===== config.mk =====
export PLATFORM = sky130hd
export DESIGN_NAME = wind_vane_vector_averager_unit_flat
export DESIGN_NICKNAME = d
export VERILOG_FILES = /design/src/wvva_pkg.sv /design/src/wvva_in_if.sv /design/src/wvva_out_if.sv /design/src/wvva_window.sv /design/src/wvva_cordic.sv /design/src/wind_vane_vector_averager_unit.sv /design/src/flat_wrapper.sv
export SDC_FILE = /design/constraint.sdc
export NUM_CORES = 1
export LEC_CHECK = 0
export ABC_AREA = 1
export BUFFER_PORTS_ARGS = -buffer_cell sky130_fd_sc_hd__buf_2
export CORE_ASPECT_RATIO = 0.9
export CORE_MARGIN = 2
export CORE_UTILIZATION = 35
export DETAILED_ROUTE_END_ITERATION = 7
export PLACE_DENSITY = 0.47
export SLEW_MARGIN = 20
export SYNTH_ARGS = -nofsm -noshare
export SYNTH_HDL_FRONTEND = slang
export SYNTH_SLANG_ARGS = --single-unit

===== constraint.sdc =====
create_clock -name clk -period 5.51 [get_ports clk]
set_clock_uncertainty 0.15 [all_clocks]
set_input_delay 1.102 -clock clk [delete_from_list [all_inputs] [get_ports clk]]
set_output_delay 1.102 -clock clk [all_outputs]
set_load 0.005 [all_outputs]

===== src/wvva_pkg.sv =====
// ----------------------------------------------------------------------------
// wvva_pkg
// Shared constants, tables and types of the wind vane vector averager.
// ----------------------------------------------------------------------------
`default_nettype none

package wvva_pkg;

	localparam int COUNT_BITS_DEF   = 16;
	localparam int CORDIC_STEPS_DEF = 16;

	localparam int ADC_W      = 12;
	localparam int DEG_OUT_W  = 9;
	localparam int TRIG_W     = 16;   // Q1.15 cos/sin
	localparam int IDX_W      = 4;    // direction index and window index
	localparam int ATAN_IDX_W = 5;    // up to 32 angle table entries
	localparam int Z_W        = 27;   // angle accumulator, degrees Q.16
	localparam int FRAC_W     = 16;

	localparam logic [ADC_W-1:0] OPEN_LIMIT = 12'd4000;

	localparam logic signed [Z_W-1:0] DEG90_Q16  = 27'sd5898240;
	localparam logic signed [Z_W-1:0] DEG180_Q16 = 27'sd11796480;
	localparam logic signed [Z_W-1:0] ROUND_Q16  = 27'sd65535;

	typedef struct packed {
		logic                     hit;
		logic                     open_circuit;
		logic signed [TRIG_W-1:0] cos_v;
		logic signed [TRIG_W-1:0] sin_v;
	} wvva_win_t;

	typedef struct packed {
		logic busy;
		logic res_valid;
	} wvva_cordic_sts_t;

	// Window bounds [lo, hi) and direction index, in match priority order.
	function automatic logic [ADC_W-1:0] win_lo(input logic [IDX_W-1:0] w);
		logic [ADC_W-1:0] v;
		case (w)
			4'd0:    v = 12'd2200;
			4'd1:    v = 12'd2100;
			4'd2:    v = 12'd3200;
			4'd3:    v = 12'd3100;
			4'd4:    v = 12'd3890;
			4'd5:    v = 12'd3700;
			4'd6:    v = 12'd3780;
			4'd7:    v = 12'd3400;
			4'd8:    v = 12'd3570;
			4'd9:    v = 12'd2600;
			4'd10:   v = 12'd2750;
			4'd11:   v = 12'd1510;
			4'd12:   v = 12'd1580;
			4'd13:   v = 12'd1470;
			4'd14:   v = 12'd1900;
			default: v = 12'd1700;
		endcase
		return v;
	endfunction

	function automatic logic [ADC_W-1:0] win_hi(input logic [IDX_W-1:0] w);
		logic [ADC_W-1:0] v;
		case (w)
			4'd0:    v = 12'd2400;
			4'd1:    v = 12'd2200;
			4'd2:    v = 12'd3299;
			4'd3:    v = 12'd3200;
			4'd4:    v = 12'd3999;
			4'd5:    v = 12'd3780;
			4'd6:    v = 12'd3890;
			4'd7:    v = 12'd3500;
			4'd8:    v = 12'd3700;
			4'd9:    v = 12'd2700;
			4'd10:   v = 12'd2850;
			4'd11:   v = 12'd1580;
			4'd12:   v = 12'd1650;
			4'd13:   v = 12'd1510;
			4'd14:   v = 12'd2000;
			default: v = 12'd1750;
		endcase
		return v;
	endfunction

	function automatic logic [IDX_W-1:0] win_k(input logic [IDX_W-1:0] w);
		logic [IDX_W-1:0] v;
		case (w)
			4'd0:    v = 4'd8;
			4'd1:    v = 4'd9;
			4'd2:    v = 4'd10;
			4'd3:    v = 4'd11;
			4'd4:    v = 4'd12;
			4'd5:    v = 4'd13;
			4'd6:    v = 4'd14;
			4'd7:    v = 4'd15;
			4'd8:    v = 4'd0;
			4'd9:    v = 4'd1;
			4'd10:   v = 4'd2;
			4'd11:   v = 4'd3;
			4'd12:   v = 4'd4;
			4'd13:   v = 4'd5;
			4'd14:   v = 4'd6;
			default: v = 4'd7;
		endcase
		return v;
	endfunction

	// cos(k * 22.5 deg) in Q1.15
	function automatic logic signed [TRIG_W-1:0] cos_q15(input logic [IDX_W-1:0] k);
		logic signed [TRIG_W-1:0] v;
		case (k)
			4'd0:    v = 16'sd32767;
			4'd1:    v = 16'sd30274;
			4'd2:    v = 16'sd23170;
			4'd3:    v = 16'sd12540;
			4'd4:    v = 16'sd0;
			4'd5:    v = -16'sd12540;
			4'd6:    v = -16'sd23170;
			4'd7:    v = -16'sd30274;
			4'd8:    v = -16'sd32767;
			4'd9:    v = -16'sd30274;
			4'd10:   v = -16'sd23170;
			4'd11:   v = -16'sd12540;
			4'd12:   v = 16'sd0;
			4'd13:   v = 16'sd12540;
			4'd14:   v = 16'sd23170;
			default: v = 16'sd30274;
		endcase
		return v;
	endfunction

	// atan(2^-i) in degrees, Q.16
	function automatic logic signed [Z_W-1:0] atan_q16(input logic [ATAN_IDX_W-1:0] i);
		logic signed [Z_W-1:0] v;
		case (i)
			5'd0:    v = 27'sd2949120;
			5'd1:    v = 27'sd1740967;
			5'd2:    v = 27'sd919879;
			5'd3:    v = 27'sd466945;
			5'd4:    v = 27'sd234379;
			5'd5:    v = 27'sd117304;
			5'd6:    v = 27'sd58666;
			5'd7:    v = 27'sd29335;
			5'd8:    v = 27'sd14668;
			5'd9:    v = 27'sd7334;
			5'd10:   v = 27'sd3667;
			5'd11:   v = 27'sd1833;
			5'd12:   v = 27'sd917;
			5'd13:   v = 27'sd458;
			5'd14:   v = 27'sd229;
			5'd15:   v = 27'sd115;
			5'd16:   v = 27'sd57;
			5'd17:   v = 27'sd29;
			5'd18:   v = 27'sd14;
			5'd19:   v = 27'sd7;
			5'd20:   v = 27'sd4;
			5'd21:   v = 27'sd2;
			5'd22:   v = 27'sd1;
			default: v = 27'sd0;
		endcase
		return v;
	endfunction

endpackage

`default_nettype wire


===== src/wvva_in_if.sv =====
// ----------------------------------------------------------------------------
// wvva_in_if
// Command channel: sample or read request, valid/ready.
// ----------------------------------------------------------------------------
`default_nettype none

interface wvva_in_if;
	logic                         valid;
	logic                         ready;
	logic                         op;
	logic [wvva_pkg::ADC_W-1:0]   adc_sample;

	modport source (output valid, output op, output adc_sample, input ready);
	modport sink   (input valid, input op, input adc_sample, output ready);
endinterface

`default_nettype wire


===== src/wvva_out_if.sv =====
// ----------------------------------------------------------------------------
// wvva_out_if
// Result channel: one result per command, valid/ready.
// ----------------------------------------------------------------------------
`default_nettype none

interface wvva_out_if;
	logic                             valid;
	logic                             ready;
	logic                             accepted;
	logic                             open_circuit;
	logic [wvva_pkg::DEG_OUT_W-1:0]   direction_deg;
	logic                             has_samples;

	modport source (output valid, output accepted, output open_circuit,
		output direction_deg, output has_samples, input ready);
	modport sink   (input valid, input accepted, input open_circuit,
		input direction_deg, input has_samples, output ready);
endinterface

`default_nettype wire


===== src/wvva_window.sv =====
// ----------------------------------------------------------------------------
// wvva_window
// Maps a vane ADC reading to its direction window and unit vector.
// ----------------------------------------------------------------------------
`default_nettype none

module wvva_window (
	input  wire logic [wvva_pkg::ADC_W-1:0] adc_sample,
	output wvva_pkg::wvva_win_t             win
);

	logic                          hit;
	logic [wvva_pkg::IDX_W-1:0]    k;

	// Walk from the last window down so the first match in table order wins.
	always_comb begin
		hit = 1'b0;
		k   = '0;
		for (int w = 15; w >= 0; w--) begin
			if (adc_sample >= wvva_pkg::win_lo(4'(w)) && adc_sample < wvva_pkg::win_hi(4'(w))) begin
				hit = 1'b1;
				k   = wvva_pkg::win_k(4'(w));
			end
		end
	end

	always_comb begin
		win.hit          = hit;
		win.open_circuit = adc_sample > wvva_pkg::OPEN_LIMIT;
		win.cos_v        = wvva_pkg::cos_q15(k);
		// sin(a) = cos(a - 90 deg): index offset by 12 of 16
		win.sin_v        = wvva_pkg::cos_q15(4'(k + 4'd12));
	end

endmodule

`default_nettype wire


===== src/wvva_cordic.sv =====
// ----------------------------------------------------------------------------
// wvva_cordic
// Iterative vectoring CORDIC: angle of (x, y) in whole degrees, 0..359.
// One shift/add step per cycle; result held until taken.
// ----------------------------------------------------------------------------
`default_nettype none

module wvva_cordic #(
	parameter int SUM_W        = wvva_pkg::COUNT_BITS_DEF + wvva_pkg::TRIG_W,
	parameter int CORDIC_STEPS = wvva_pkg::CORDIC_STEPS_DEF
) (
	input  wire logic                              clk,
	input  wire logic                              arst_n,
	input  wire logic                              start,
	input  wire logic signed [SUM_W-1:0]           x_in,
	input  wire logic signed [SUM_W-1:0]           y_in,
	input  wire logic                              take,
	output wvva_pkg::wvva_cordic_sts_t             sts,
	output logic [wvva_pkg::DEG_OUT_W-1:0]         deg
);

	// two guard bits: pre-rotation negate plus CORDIC gain
	localparam int XY_W   = SUM_W + 2;
	localparam int ITER_W = $clog2(CORDIC_STEPS);
	localparam int DEG_W  = wvva_pkg::Z_W - wvva_pkg::FRAC_W;

	typedef enum logic [3:0] {
		C_IDLE = 4'b0001,
		C_RUN  = 4'b0010,
		C_FIN  = 4'b0100,
		C_HOLD = 4'b1000
	} cordic_state_t;

	cordic_state_t                     state_q;
	logic signed [XY_W-1:0]            x_q, y_q;
	logic signed [wvva_pkg::Z_W-1:0]   z_q;
	logic [ITER_W-1:0]                 iter_q;
	logic [wvva_pkg::DEG_OUT_W-1:0]    deg_q;

	logic signed [XY_W-1:0]            x_ext, y_ext, xs, ys;
	logic                              y_pos, y_neg, last_step;
	logic signed [wvva_pkg::Z_W-1:0]   atan_v, z_rnd;
	logic signed [DEG_W-1:0]           deg_w, deg_fix;

	assign x_ext     = XY_W'(x_in);
	assign y_ext     = XY_W'(y_in);
	assign xs        = x_q >>> iter_q;
	assign ys        = y_q >>> iter_q;
	assign y_pos     = !y_q[XY_W-1] && (y_q != '0);
	assign y_neg     = y_q[XY_W-1];
	assign atan_v    = wvva_pkg::atan_q16(wvva_pkg::ATAN_IDX_W'(iter_q));
	assign last_step = iter_q == ITER_W'(CORDIC_STEPS - 1);

	// ceiling of the Q.16 angle, folded into 0..359
	assign z_rnd   = z_q + wvva_pkg::ROUND_Q16;
	assign deg_w   = $signed(z_rnd[wvva_pkg::Z_W-1:wvva_pkg::FRAC_W]);
	assign deg_fix = deg_w[DEG_W-1] ? deg_w + DEG_W'(360) : deg_w;

	always_ff @(posedge clk or negedge arst_n) begin
		if (!arst_n) begin
			state_q <= C_IDLE;
			iter_q  <= '0;
		end else begin
			case (state_q)
				C_IDLE: begin
					iter_q <= '0;
					if (start) begin
						state_q <= (x_in == '0) ? C_FIN : C_RUN;
					end
				end
				C_RUN: begin
					iter_q <= iter_q + 1'b1;
					if (last_step) begin
						state_q <= C_FIN;
					end
				end
				C_FIN: begin
					state_q <= C_HOLD;
				end
				C_HOLD: begin
					if (take) begin
						state_q <= C_IDLE;
					end
				end
				default: begin
					state_q <= C_IDLE;
				end
			endcase
		end
	end

	always_ff @(posedge clk) begin
		if (state_q == C_IDLE && start) begin
			if (x_in == '0) begin
				// on the y axis: exact quarter turns, or zero for a null vector
				x_q <= x_ext;
				y_q <= '0;
				if (y_in == '0) begin
					z_q <= '0;
				end else if (y_in[SUM_W-1]) begin
					z_q <= -wvva_pkg::DEG90_Q16;
				end else begin
					z_q <= wvva_pkg::DEG90_Q16;
				end
			end else if (x_in[SUM_W-1]) begin
				// left half plane: rotate by 180 deg first
				x_q <= -x_ext;
				y_q <= -y_ext;
				z_q <= wvva_pkg::DEG180_Q16;
			end else begin
				x_q <= x_ext;
				y_q <= y_ext;
				z_q <= '0;
			end
		end else if (state_q == C_RUN) begin
			if (y_pos) begin
				x_q <= x_q + ys;
				y_q <= y_q - xs;
				z_q <= z_q + atan_v;
			end else if (y_neg) begin
				x_q <= x_q - ys;
				y_q <= y_q + xs;
				z_q <= z_q - atan_v;
			end
		end
		if (state_q == C_FIN) begin
			deg_q <= deg_fix[wvva_pkg::DEG_OUT_W-1:0];
		end
	end

	assign sts.busy      = state_q != C_IDLE;
	assign sts.res_valid = state_q == C_HOLD;
	assign deg           = deg_q;

endmodule

`default_nettype wire


===== src/wind_vane_vector_averager_unit.sv =====
// ----------------------------------------------------------------------------
// wind_vane_vector_averager_unit
// Accumulates vane direction unit vectors; a read returns the average
// direction in degrees and clears the sums.
// ----------------------------------------------------------------------------
//
//   port      dir   kind           payload
//   in_ch     in    valid/ready    op, adc_sample
//   out_ch    out   valid/ready    accepted, open_circuit, direction_deg, has_samples
//
// Sample: accumulated at the transfer edge, result in the output
// register on the next cycle.
// Read with samples: states RUN, FIN and HOLD of the single shift/add CORDIC
// stage, one step per cycle in RUN; in_ch.ready is low until the result moves.
// Read without samples: no CORDIC run; read with a zero cos sum: RUN is skipped (no rotation).
// Reset clears sums, count and all control; out_ch stalls hold the output register.
// ----------------------------------------------------------------------------
`default_nettype none

module wind_vane_vector_averager_unit #(
	parameter int COUNT_BITS   = wvva_pkg::COUNT_BITS_DEF,
	parameter int CORDIC_STEPS = wvva_pkg::CORDIC_STEPS_DEF
) (
	input  wire logic  clk,
	input  wire logic  arst_n,
	wvva_in_if.sink    in_ch,
	wvva_out_if.source out_ch
);

	localparam int SUM_W = COUNT_BITS + wvva_pkg::TRIG_W;

	wvva_pkg::wvva_win_t              win;
	wvva_pkg::wvva_cordic_sts_t       csts;
	logic [wvva_pkg::DEG_OUT_W-1:0]   cordic_deg;

	logic signed [SUM_W-1:0]          cos_sum_q, sin_sum_q;
	logic [COUNT_BITS-1:0]            count_q;

	logic                             out_valid_q;
	logic                             accepted_q, open_circuit_q, has_samples_q;
	logic [wvva_pkg::DEG_OUT_W-1:0]   direction_deg_q;

	logic out_free, in_xfer, cordic_start, res_take, add_sample, have_samples;

	wvva_window u_window (
		.adc_sample (in_ch.adc_sample),
		.win        (win)
	);

	wvva_cordic #(
		.SUM_W        (SUM_W),
		.CORDIC_STEPS (CORDIC_STEPS)
	) u_cordic (
		.clk    (clk),
		.arst_n (arst_n),
		.start  (cordic_start),
		.x_in   (cos_sum_q),
		.y_in   (sin_sum_q),
		.take   (res_take),
		.sts    (csts),
		.deg    (cordic_deg)
	);

	assign out_free     = !out_valid_q || out_ch.ready;
	assign in_ch.ready  = !csts.busy && out_free;
	assign in_xfer      = in_ch.valid && in_ch.ready;
	assign have_samples = count_q != '0;
	assign cordic_start = in_xfer && in_ch.op && have_samples;
	assign res_take     = csts.res_valid && out_free;
	// a full count drops the sample
	assign add_sample   = in_xfer && !in_ch.op && win.hit && !(&count_q);

	always_ff @(posedge clk or negedge arst_n) begin
		if (!arst_n) begin
			cos_sum_q   <= '0;
			sin_sum_q   <= '0;
			count_q     <= '0;
			out_valid_q <= 1'b0;
		end else begin
			if (add_sample) begin
				cos_sum_q <= cos_sum_q + SUM_W'(win.cos_v);
				sin_sum_q <= sin_sum_q + SUM_W'(win.sin_v);
				count_q   <= count_q + 1'b1;
			end else if (in_xfer && in_ch.op) begin
				// CORDIC has already latched the sums at this edge
				cos_sum_q <= '0;
				sin_sum_q <= '0;
				count_q   <= '0;
			end
			if ((in_xfer && !cordic_start) || res_take) begin
				out_valid_q <= 1'b1;
			end else if (out_ch.ready) begin
				out_valid_q <= 1'b0;
			end
		end
	end

	always_ff @(posedge clk) begin
		if (res_take) begin
			accepted_q      <= 1'b0;
			open_circuit_q  <= 1'b0;
			direction_deg_q <= cordic_deg;
			has_samples_q   <= 1'b1;
		end else if (in_xfer && !cordic_start) begin
			accepted_q      <= add_sample;
			open_circuit_q  <= !in_ch.op && win.open_circuit;
			direction_deg_q <= '0;
			has_samples_q   <= 1'b0;
		end
	end

	assign out_ch.valid         = out_valid_q;
	assign out_ch.accepted      = accepted_q;
	assign out_ch.open_circuit  = open_circuit_q;
	assign out_ch.direction_deg = direction_deg_q;
	assign out_ch.has_samples   = has_samples_q;

endmodule

`default_nettype wire


===== src/flat_wrapper.sv =====
// flat-port wrapper written by rule: the top's interface ports become plain ports
module wind_vane_vector_averager_unit_flat 
#(
	parameter int COUNT_BITS   = wvva_pkg::COUNT_BITS_DEF,
	parameter int CORDIC_STEPS = wvva_pkg::CORDIC_STEPS_DEF
)
  (clk, arst_n, in_ch_valid, in_ch_op, in_ch_adc_sample, in_ch_ready, out_ch_valid, out_ch_accepted, out_ch_open_circuit, out_ch_direction_deg, out_ch_has_samples, out_ch_ready);
  wvva_in_if in_ch_i ();
  wvva_out_if out_ch_i ();
  input  wire logic clk;
  input  wire logic arst_n;
  input wire logic [$bits(in_ch_i.valid)-1:0] in_ch_valid;
  input wire logic [$bits(in_ch_i.op)-1:0] in_ch_op;
  input wire logic [$bits(in_ch_i.adc_sample)-1:0] in_ch_adc_sample;
  output wire logic [$bits(in_ch_i.ready)-1:0] in_ch_ready;
  output wire logic [$bits(out_ch_i.valid)-1:0] out_ch_valid;
  output wire logic [$bits(out_ch_i.accepted)-1:0] out_ch_accepted;
  output wire logic [$bits(out_ch_i.open_circuit)-1:0] out_ch_open_circuit;
  output wire logic [$bits(out_ch_i.direction_deg)-1:0] out_ch_direction_deg;
  output wire logic [$bits(out_ch_i.has_samples)-1:0] out_ch_has_samples;
  input wire logic [$bits(out_ch_i.ready)-1:0] out_ch_ready;
  assign in_ch_i.valid = in_ch_valid;
  assign in_ch_i.op = in_ch_op;
  assign in_ch_i.adc_sample = in_ch_adc_sample;
  assign in_ch_ready = in_ch_i.ready;
  assign out_ch_valid = out_ch_i.valid;
  assign out_ch_accepted = out_ch_i.accepted;
  assign out_ch_open_circuit = out_ch_i.open_circuit;
  assign out_ch_direction_deg = out_ch_i.direction_deg;
  assign out_ch_has_samples = out_ch_i.has_samples;
  assign out_ch_i.ready = out_ch_ready;
  wind_vane_vector_averager_unit #(.COUNT_BITS(COUNT_BITS), .CORDIC_STEPS(CORDIC_STEPS)) u_core (.clk(clk), .arst_n(arst_n), .in_ch(in_ch_i), .out_ch(out_ch_i));
endmodule

==> metrics.cfg <==
[logic_synthesis]
synth_area_per_cell_um2=6.23
synth_nets=4608
synth_mux_area_share_pct=0.515
synth.top_cells.by_count=1103 x nand2_1, 504 x inv_1, 448 x nor2_1, 420 x o21ai_0, 370 x nand3_1
synth-xor-area-share_pct=5.12
synth_edf_count=113
synthAdderAreaFrac_pct=10.4
syn_area_um2=27200
yosys.area_share.simple_pct=32.8
synth_largest_area_cell=nand2_1
synthFlopType=edfxtp_1
netlist_instances=4369
synth_compound_area_share_pct=20.6
synth.area.top_cells=nand2_1 15%, edfxtp_1 12%, ha_1 9.9%
yosysSeqAreaShare_pct=20.9
synth_top_area_share_pct=15.2
synth-seq-cells=205
yosys_warnings=0
synth_top_family_by_area=simple AND/OR/NAND/NOR gates
async_flop_share_pct=43.4
yosys.cell_count.top_type=nand2_1
ys_types=60

[sta]
fmax_mhz=191
rsz0062_at_grt=no
fin_crit_ns=5.23
worst_slack_ns=0.283
finalHoldViolCount=0
tns_ns=0
hold_ws_ns=0.304
relSlewSlack_pct=39.1
finalMaxSlewViolations=0
worst-slew-pin-transition_ns=0.913
final.period_utilization_pct=94.9
setup_viol=0

[routing]
vias=29500
routed_wl_um=107000
routedWlPerCell_um=19.1
drc_errors=0
firstDrtPassIters=6
ant_nets=0
routed_via_density=5.26
drtIter0Drc=2292

[global_route]
grt_remaining_overflow=0
grt_pass1_wl_um=165000
antenna_found_initial=3
grt_pass1_vias=27900
grt_max_degree=88
grt_use_total_pct=26.3

[job]
cap_violations=0

[die]
initial_core_util_pct=35.5
die-area_um2=80000
io-pin-count=31
die_y_um=269
core_um2=76600
die_x_um=298
rows=96

[critical_path]
slowest_stage=dfrtp_2
cp_top_family=simple AND/OR/NAND/NOR gates
crit_required_ns=5.70
cpMostUsedCell=nand2_1
crit_path_start_kind=register
worst_setup_path_end_kind=register
critical_path_buf_inv_count=3
critPathArrivalTime_ns=5.42
worst-path-max-fanout=56
critPathKind=register to register
cp_slowest_stage_delay_ns=0.44

[clocking]
cts_root_buf=clkbuf_16
cts_buffer_depth=3
numCtsBuffers=29
clkLatencyLatePin_ns=0.64
cts_post_setup_buffers_inserted=0
htree_num_levels=1
clock-sinks=205
tritoncts=done
clk_pin_slew_ns=0.06

[final_layout]
fin_nets=4796
drive_above_1_share_pct=10.0
fin_util_pct=40.7
areaGrowthSynthToFinish_pct=14.5
diodes=0

[placed_design]
place_ws_ns=-0.0241
gp_congestion=0.937
hpwl_um=87100
port-buffer-count=30

[min_path]
hold_class=register to register

[status]
status=completed

-- cells in the final DEF (no fill, tap or decap), types with 30 or more instances in the layout --
cell type | synthesis | layout
a21oi_1 | 328 | 327
xor2_1 | 119 | 119
nor3_1 | 57 | 57
nand4_1 | 48 | 48
nand3_1 | 370 | 370
xnor2_1 | 40 | 40
inv_1 | 504 | 504
ha_1 | 216 | 216
a31oi_1 | 32 | 32
edfxtp_1 | 113 | 113
nand2_1 | 1103 | 1100
o22ai_2 | 30 | 30
buf_4 | 10 | 259
o21ai_0 | 420 | 417
dfrtp_1 | 88 | 84
nor2_1 | 448 | 448
-- cells by family after synthesis --
family	after synthesis
compound gates	984
buf+inv	662
fa+ha+maj	222
xor+xnor	159
flops	205
mux	14
simple gates	2123
-- metrics by stage --
stage          instance area (µm²)  instances
5_1_grt                      31200       5609
4_1_cts                      31100       5609
3_5_place_dp                 30100       5555
6_report                     31200       5609
2_1_floorplan                27200       4369
3_3_place_gp                 30100       5555
-- flip-flops by register name, indices dropped and copies added, names as in the netlist, 4 cells and up --
name,count
u_core.sin_sum_q,32
u_core.u_cordic.y_q,34
u_core.out_ch.direction_deg,9
u_core.u_cordic.z_q,27
u_core.u_cordic.deg,9
u_core.cos_sum_q,32
u_core.u_cordic.state_q,4
u_core.count_q,16
u_core.u_cordic.iter_q,4
u_core.u_cordic.x_q,34
-- what timing repair did --
item | CTS | global route
endpoints found under the setup margin | 0 | 7
resized for setup | 0 | 6
hold buffers | 0 | 0
-- path summary, 6_finish.rpt --
path / start / depth (start not counted) / slack, ns / endpoint
max reg2reg: u_core.u_cordic.iter_q[0] / 26 / 0.28 / u_core.u_cordic.x_q[19]
min in group asynchronous: arst_n / 1 / 0.40 / u_core.cos_sum_q[19]
min: u_core.out_ch.accepted / 2 / 0.30 / u_core.out_ch.accepted
max: u_core.u_cordic.iter_q[0] / 26 / 0.28 / u_core.u_cordic.x_q[19]
min reg2reg: u_core.out_ch.accepted / 2 / 0.30 / u_core.out_ch.accepted
max in group asynchronous: arst_n / 2 / 3.79 / u_core.u_cordic.state_q[0]
-- worst min-delay path, delay by kind of cell (launching register included) --
kind          cells  cell delay (ns)
flops             1             0.31
simple gates      2             0.11
-- routing by layer --
layer  up-vias  part of all wire (%)  global-route usage (%)
li1      15100                     -                       -
met1     13500                    51                    39.0
met2       777                    41                    39.8
met5         -                 0.024                       0
met4         4                   2.7                    6.48
met3       144                   5.8                    3.88
-- final cells by class --
| type | instances | area, µm² |
|---|---|---|
| sequential | 205 | 5690 |
| clock inverter | 19 | 294 |
| inverter | 524 | 1970 |
| clock buffer | 35 | 778 |
| timing repair buffer | 295 | 2220 |
| tap | 1029 | 1290 |
| multi-input combinational | 3502 | 18900 |
| fill | 8616 | 45500 |
Power is not shown: default switching activity piles up to over one toggle a cycle in this logic, so the estimate is an artifact.
